File: config.mk
export PLATFORM = sky130hd
export DESIGN_NAME = wsha_ctrl
export DESIGN_NICKNAME = d
export VERILOG_FILES = /design/src/hw/rtl/windowed_sample_history_aggregator_unit_defines.svh /design/src/hw/rtl/wsha_pkg.sv /design/src/hw/rtl/wsha_ctrl.sv
export SDC_FILE = /design/constraint.sdc
export NUM_CORES = 1
export LEC_CHECK = 0
export BUFFER_PORTS_ARGS = -buffer_cell sky130_fd_sc_hd__buf_2
export CORE_AREA = 3 3 40 42
export DETAILED_ROUTE_END_ITERATION = 6
export DIE_AREA = 0 0 43 45
export GPL_TIMING_DRIVEN = 0
export MAX_ROUTING_LAYER = met4
export SLEW_MARGIN = 20
export SYNTH_ARGS = -nofsm -noshare
export SYNTH_HDL_FRONTEND = slang
export SYNTH_SLANG_ARGS = --single-unit
File: constraint.sdc
create_clock -name clk_i -period 3.5 [get_ports clk_i]
set_clock_uncertainty 0.1 [all_clocks]
set_input_delay 0.7 -clock clk_i [delete_from_list [all_inputs] [get_ports clk_i]]
set_output_delay 0.7 -clock clk_i [all_outputs]
set_load 0.01 [all_outputs]
File: src/hw/rtl/windowed_sample_history_aggregator_unit_defines.svh
// Assertion helpers shared by the RTL that checks itself.
`ifndef WINDOWED_SAMPLE_HISTORY_AGGREGATOR_UNIT_DEFINES_SVH
`define WINDOWED_SAMPLE_HISTORY_AGGREGATOR_UNIT_DEFINES_SVH

// Same-cycle implication, sampled on clk_i, off during reset
`define WSHA_ASSERT_IMP(lbl, ant, cons, msg) \
  lbl: assert property (@(posedge clk_i) disable iff (!rst_ni) (ant) |-> (cons)) \
    else $error(msg);

// Next-cycle implication, sampled on clk_i, off during reset
`define WSHA_ASSERT_NXT(lbl, ant, cons, msg) \
  lbl: assert property (@(posedge clk_i) disable iff (!rst_ni) (ant) |=> (cons)) \
    else $error(msg);

`endif

File: src/hw/rtl/wsha_pkg.sv
package wsha_pkg;

  // Field widths
  localparam int unsigned MODE_W  = 2;
  localparam int unsigned TS_W    = 32;
  localparam int unsigned ENT_W   = 3;
  localparam int unsigned VAL_W   = 64;
  localparam int unsigned FPOS_W  = 12;
  localparam int unsigned EPOS_W  = 13;
  localparam int unsigned KIND_W  = 3;
  localparam int unsigned HLEN_W  = 13;
  localparam int unsigned SCNT_W  = 13;

  // Defaults
  localparam int unsigned DEPTH_DEF    = 4096;
  localparam int unsigned ENTITIES_DEF = 8;
  localparam logic [HLEN_W-1:0] HLEN_RST = 13'd4096;

  typedef enum logic [MODE_W-1:0] {
    MODE_OPEN  = 2'd0,
    MODE_STORE = 2'd1,
    MODE_CLOSE = 2'd2,
    MODE_QUERY = 2'd3
  } mode_e;

  typedef enum logic [KIND_W-1:0] {
    AGG_MIN   = 3'd0,
    AGG_MAX   = 3'd1,
    AGG_AVG   = 3'd2,
    AGG_FIRST = 3'd3,
    AGG_LAST  = 3'd4
  } agg_e;

  typedef enum logic [3:0] {
    S_CLEAR,
    S_IDLE,
    S_EXEC,
    S_STWR,
    S_MOD,
    S_RD,
    S_ACC,
    S_POST,
    S_DIV,
    S_DONE
  } state_e;

  typedef struct packed {
    logic [MODE_W-1:0]       mode;
    logic [TS_W-1:0]         timestamp;
    logic [ENT_W-1:0]        entity;
    logic signed [VAL_W-1:0] sample_value;
    logic [FPOS_W-1:0]       first_pos;
    logic [EPOS_W-1:0]       end_pos;
    logic [KIND_W-1:0]       agg_kind;
  } in_item_t;

  typedef struct packed {
    logic signed [VAL_W-1:0] result_value;
    logic                    found;
    logic [TS_W-1:0]         window_time;
    logic [SCNT_W-1:0]       stored_count;
  } out_item_t;

  // Controller -> datapath commands
  typedef struct packed {
    logic clear;
    logic latch;
    logic open;
    logic store_rd;
    logic store_wr;
    logic close;
    logic q_init;
    logic mod_step;
    logic rd;
    logic acc;
    logic div_init;
    logic div_step;
    logic out_load;
  } cmd_t;

  // Datapath -> controller status
  typedef struct packed {
    logic  clear_last;
    mode_e mode;
    logic  wrapped;
    logic  mod_last;
    logic  more;
    logic  need_div;
    logic  div_last;
    logic  out_busy;
  } sts_t;

endpackage

File: src/hw/rtl/wsha_ctrl.sv
module wsha_ctrl (
  input  logic            clk_i,
  input  logic            rst_ni,
  input  logic            in_valid_i,
  output logic            in_ready_o,
  input  wsha_pkg::sts_t  sts_i,
  output wsha_pkg::cmd_t  cmd_o
);
  import wsha_pkg::*;

  state_e state_q, state_d;

  // State register
  always_ff @(posedge clk_i or negedge rst_ni) begin
    if (!rst_ni) begin
      state_q <= S_CLEAR;
    end else begin
      state_q <= state_d;
    end
  end

  // Next state and commands
  always_comb begin
    state_d    = state_q;
    cmd_o      = '0;
    in_ready_o = 1'b0;
    case (state_q)
      S_CLEAR: begin
        cmd_o.clear = 1'b1;
        if (sts_i.clear_last) state_d = S_IDLE;
      end
      S_IDLE: begin
        in_ready_o = 1'b1;
        if (in_valid_i) begin
          cmd_o.latch = 1'b1;
          state_d     = S_EXEC;
        end
      end
      S_EXEC: begin
        case (sts_i.mode)
          MODE_OPEN: begin
            cmd_o.open = 1'b1;
            state_d    = S_IDLE;
          end
          MODE_STORE: begin
            cmd_o.store_rd = 1'b1;
            state_d        = S_STWR;
          end
          MODE_CLOSE: begin
            cmd_o.close = 1'b1;
            state_d     = S_IDLE;
          end
          MODE_QUERY: begin
            cmd_o.q_init = 1'b1;
            state_d      = sts_i.wrapped ? S_MOD : S_RD;
          end
          default: state_d = S_IDLE;
        endcase
      end
      S_STWR: begin
        cmd_o.store_wr = 1'b1;
        state_d        = S_IDLE;
      end
      S_MOD: begin
        cmd_o.mod_step = 1'b1;
        if (sts_i.mod_last) state_d = S_RD;
      end
      S_RD: begin
        cmd_o.rd = 1'b1;
        state_d  = S_ACC;
      end
      S_ACC: begin
        cmd_o.acc = 1'b1;
        state_d   = sts_i.more ? S_RD : S_POST;
      end
      S_POST: begin
        if (sts_i.need_div) begin
          cmd_o.div_init = 1'b1;
          state_d        = S_DIV;
        end else begin
          state_d = S_DONE;
        end
      end
      S_DIV: begin
        cmd_o.div_step = 1'b1;
        if (sts_i.div_last) state_d = S_DONE;
      end
      S_DONE: begin
        if (!sts_i.out_busy) begin
          cmd_o.out_load = 1'b1;
          state_d        = S_IDLE;
        end
      end
      default: state_d = S_IDLE;
    endcase
  end

endmodule

==> results of run 1 <==
==> layer usage <==
| layer | up-vias | global-route usage, % |
|---|---|---|
| met5 | - | - |
| met4 | 0 | 5.42 |
| met3 | 0 | 5.58 |
| met2 | 16 | 18.3 |
| met1 | 216 | 17.6 |
| li1 | 241 | - |
==> cell usage in the layout (no fill, tap or decap), drive strengths merged, types with 2 or more instances in the layout <==
| master | count |
|---|---|
| a21oi | 2 |
| dfrtp | 4 |
| clkbuf | 6 |
| inv | 2 |
| buf | 26 |
| o22ai | 2 |
| nand2 | 2 |
| nor3b | 2 |
| nor3 | 7 |
| nor2 | 7 |
| nand2b | 4 |
==> power by group through the flow <==
| stage | Combinational, mW | Sequential [mW] | Clock, mW |
|---|---|---|---|
| after floorplan | 0.193 | 0.0786 | 0 |
| after global placement | 0.267 | 0.0833 | 0 |
| after detailed placement | 0.269 | 0.0838 | 0 |
| after CTS | 0.270 | 0.0832 | 0.0587 |
| after global routing | 0.304 | 0.0873 | 0.0621 |
| final | 0.267 | 0.0827 | 0.0555 |
==> worst max-delay path by stage <==
stage	from	end	slack [ns]	cells after the start
after floorplan	state_q[0]	cmd_o[7]	1.44	2
after detailed placement	state_q[0]	cmd_o[9]	1.37	3
final	state_q[0]	cmd_o[9]	1.13	3
after global placement	state_q[0]	cmd_o[9]	1.38	3
after global routing	state_q[2]	cmd_o[2]	0.98	4
after CTS	state_q[0]	cmd_o[9]	1.12	3
==> per-stage QoR <==
step                      utilization, %  instance area [um^2]
final                               42.3                   543
after global routing                42.3                   543
after CTS                           42.3                   543
after detailed placement            40.5                   520
after global placement              40.5                   520
after floorplan                        -                   377
==> cells by family after synthesis <==
family / count (synthesis) / synth area share, %
AO/OA/AOI/OAI: 11 / 21.6
buffers and inverters: 6 / 6.31
multiplexers: 1 / 2.99
AND/OR/NAND/NOR: 27 / 42.5
flip-flops: 4 / 26.6
==> cell type report <==
cell class / count / area, um^2
buffer: 4 / 16.3
multi-input combinational: 39 / 253
sequential: 4 / 100
timing repair buffer: 25 / 125
fill: 145 / 742
inverter: 2 / 7.51
clock buffer: 3 / 22.5
tap: 15 / 18.8
==> critical path: stages, from the launching register on <==
cell and delay [ns]:
dfrtp_1 0.38, or4b_4 0.58, nor3b_2 0.23, buf_2 0.16
==> results.md, run 1 <==
- Status: completed
- Fraction of layout cells with a size suffix above 1: 42.9%
- Remaining antenna violation count after routing: 0
- CP Data Arrival Time: 1.57 ns
- Initial DRC count: 5
- Psw: 0.186 mW
- Largest register FFs: 4
- Slew margin rel.: 72.5%
- Reg clk slew, reported paths: 0.04 ns
- Hold Path Class: in2async
- Clock Tree Buf Depth: 2
- Critical-path maximum fanout: 5
- Via density: 5.14
- Layout Nets: 91
- Core Region: 1280 um^2
- CTS root buf: clkbuf_4
- Final min period: 2.37 ns
- Post-Route Hold Slack: 0.162 ns
- Post-synth EDFFs: 0
- Top cell type's share of synthesized area: 26.6%
- Reg2Reg Depth: 3
- WL met1: 497 um
- CTS tree: yes
- Slew at the pin with the worst max-slew slack: 0.413 ns
- CTS H-tree depth: 1
- Worst EP required: 2.70 ns
- Post-place setup slack: 1.37 ns
- Largest regs: state_q x4
- Initial antenna violation count: 0
- First drt pass iteration count: 3
- R2R Path Start: state_q[0]
- RSZ-0062 raised after global routing: false
- Setup WS post-layout: 1.13 ns
- Total power: 0.406 mW
- # rows: 13
- Die width: 43 um
- DRC: 0
- Yosys top cell by area: dfrtp_1
- Total vias in the final route: 473
- Num ports: 26
- Vias in the first global route: 420
- WL per Instance: 11.6 um
- Tcrit/Tclk final: 67.8%
- Sequential fraction of the synthesis area: 26.6%
- Seq pwr share: 20.4%
- Most frequent cells after synthesis: nor2_1, nor3_1, dfrtp_1, nand2b_1, clkbuf_1
- Latest clock arrival within the worst-skew pair: 0.23 ns
- Logic pwr share: 65.9%
- RD Place Congestion: 0.758
- DIE AREA: 1940 um^2
- R2r setup slk: 1.98 ns
- Hold buffers post-CTS: 0
- Fmax: 422 MHz
- Hpwl dp: 849 um
- Int Power: 0.219 mW
- Setup crit start kind: register
- Synth cell types: 25
- Mapped Cells: 49
- Net Count, Synth: 61
- Asr flop ratio synth: 100%
- Grt ovf: 0
- Crit Path Class: reg2out
- First-pass GRT wire length: 1860 um
- Hold Fails Final Rpt: 0
- Syn Area/Cell: 7.69 um^2
- CTS Buf Count: 3
- Dpl cells: 89
- PD cells: 747 nW/um^2
- Die Span Y: 45 um
- Crit. End Element: primary output
- Routed length on met3: 94 um
- Post-synthesis register bit count: 4
- Max-Cap Viols: 0
- Switching share of power: 45.9%
- Non-filler cells in the finished layout: 92
- Finish-stage setup viols: 0
- Top FF cell, synth: dfrtp_1
- Total track usage: 13.4%
- Post-CTS Setup Repair Bufs: 0
- Layout area overhead: 44.2%
- Largest register by flop count: state_q
- Max layer used: met3
- Area of the mapped netlist: 377 um^2
- Pin count of the biggest net entering global routing: 11
- Diode count: 0
- Largest cells by area after synthesis: dfrtp_1, nor3_1, nor2_1
- Slew Viols, Final: 0
- YS warnings: 0
- Crit Reg-Reg Endpoint: state_q[0]
- CTS-repair resized insts: 0
- Worst IR Drop VDD: 0.335 mV
- Clock share of power: 13.7%
- Wire length on met2: 472 um
- Starting Density: 29.3%
- Setup TNS: 0 ns
- Port buffer count: 25
- Routed wire length: 1060 um
- Clock tree sinks: 4
- Leakage power: 0.268 nW
(Power assumes the default switching activity.)
==> run 2: changes to the inputs <==
clock period = 2.4 ns   (was 3.5 ns; I/O delays follow)
==> results.md, run 2 (same netlist as run 1, synthesis figures left out) <==
- Status: completed
- Slew Viols, Final: 0
- Routed wire length: 1070 um
- Most frequent cells in the layout: buf_2, nor3_1, nor2_1
- First drt pass iteration count: 3
- Worst IR Drop VDD: 0.489 mV
- CTS H-tree depth: 1
- Post-CTS Setup Repair Bufs: 0
- Layout Nets: 92
- FF/Latch Area: 100 um^2
- Remaining antenna violation count after routing: 0
- Setup crit start kind: register
- Starting Density: 29.3%
- DIE AREA: 1940 um^2
- Layout area overhead: 46.8%
- # rows: 13
- Initial DRC count: 5
- Slew margin rel.: 72.5%
- Tcrit/Tclk final: 89.7%
- Fmax: 465 MHz
- Clock Tree Buf Depth: 2
- Initial antenna violation count: 0
- Leading cell type in the layout, fill and taps excluded: buf_2
- Die Span Y: 45 um
- Largest register FFs: 4
- Core Region: 1280 um^2
- Max-Cap Viols: 0
- Num ports: 26
- Critical-path maximum fanout: 5
- Clock tree sinks: 4
- Pin count of the biggest net entering global routing: 11
- Hold Fails Final Rpt: 0
- Largest register by flop count: state_q
- Worst EP required: 1.82 ns
- Port buffer count: 25
- CTS tree: yes
- Latest clock arrival within the worst-skew pair: 0.23 ns
- CP Buf/Inv Count: 1
- Total vias in the final route: 477
- CTS root buf: clkbuf_4
- CP Data Arrival Time: 1.57 ns
- Reg clk slew, reported paths: 0.04 ns
- Fraction of layout cells with a size suffix above 1: 42.3%
- Largest regs: state_q x4
- Via density: 5.13
- WL per Instance: 11.5 um
- PD cells: 1070 nW/um^2
- Crit. End Element: primary output
- First-pass GRT wire length: 1880 um
- RSZ-0062 raised after global routing: false
- Finish-stage setup viols: 0
- Setup TNS: 0 ns
- Slew at the pin with the worst max-slew slack: 0.413 ns
- Hold Path Class: in2async
- Grt ovf: 0
- Critical path's largest stage delay: 0.58 ns
- Slowest CP cell: or4b_4
- Diode count: 0
- Multi-input logic area: 253 um^2
- Hpwl dp: 849 um
- Crit-path cells: or4b_4 > nor3b_2 > buf_2
- RD Place Congestion: 0.758
- Post-Route Utilization: 43.0%
- Crit Path Class: reg2out
- Leakage power: 0.272 nW
- Vias in the first global route: 425
- Final min period: 2.15 ns
- CTS Buf Count: 3
- DRC: 0
- Total track usage: 13.5%
- Total power: 0.593 mW
- Post-Route Hold Slack: 0.477 ns
- Filler Cell Count: 147
- Delay-heaviest family, CP: simple AND/OR/NAND/NOR gates
- Die width: 43 um
==> run 2: cell count changes in the layout (fill, tap and decap cells not counted) <==
cell	delta
dlygate4sd3_1	+1
==> run 2: final timing paths <==
path	startpoint	end	slack [ns]	cells after the start
worst max-delay path	state_q[0]	cmd_o[9]	0.25	3
worst min-delay path	rst_ni	state_q[1]	0.48	2
worst max register to register	state_q[0]	state_q[0]	0.88	3
worst min register to register	state_q[0]	state_q[2]	0.59	2
max in group asynchronous	rst_ni	state_q[0]	1.60	2
min in group clk_i	sts_i[0]	state_q[3]	0.48	3
==> run 2: final cells by class <==
| type | instances | share of cell area, % |
|---|---|---|
| Timing Repair Buffer | 26 | 24.4 |
| Clock buffer | 3 | 4.07 |
| Multi-Input combinational cell | 39 | 45.7 |
| Buffer | 4 | 2.94 |
| Sequential cell | 4 | 18.1 |
| Tap cell | 15 | 3.39 |
| Inverter | 2 | 1.36 |
==> run 2: stage by stage <==
step / setup slack, ns / std cells / area, um^2
5_1_grt: 0.0972 / 93 / 553
3_3_place_gp: 0.499 / 89 / 520
2_1_floorplan: 0.563 / 49 / 377
3_5_place_dp: 0.488 / 89 / 520
6_report: 0.248 / 93 / 553
4_1_cts: 0.235 / 93 / 553
==> run 2: metal layers <==
metal / wire, um / global-route usage [%] / up-vias
met3: 94 / 5.58 / 0
met4: 0 / 5.42 / 0
li1: - / - / 243
met5: 0 / - / -
met1: 500 / 17.8 / 218
met2: 470 / 18.3 / 16
==> run 2: power by group <==
group          leakage, nW  switching (mW)  total [mW]  internal (mW)
sequential          0.0506          0.0231       0.121         0.0974
combinational        0.208           0.223       0.391          0.168
clock               0.0138          0.0252      0.0809         0.0557
==> run 2: repair_timing <==
| item | 4_1_cts | 5_1_grt |
|---|---|---|
| hold endpoints to repair | 4 | 0 |
| resized for setup | 0 | 0 |
| hold buffers | 1 | 0 |
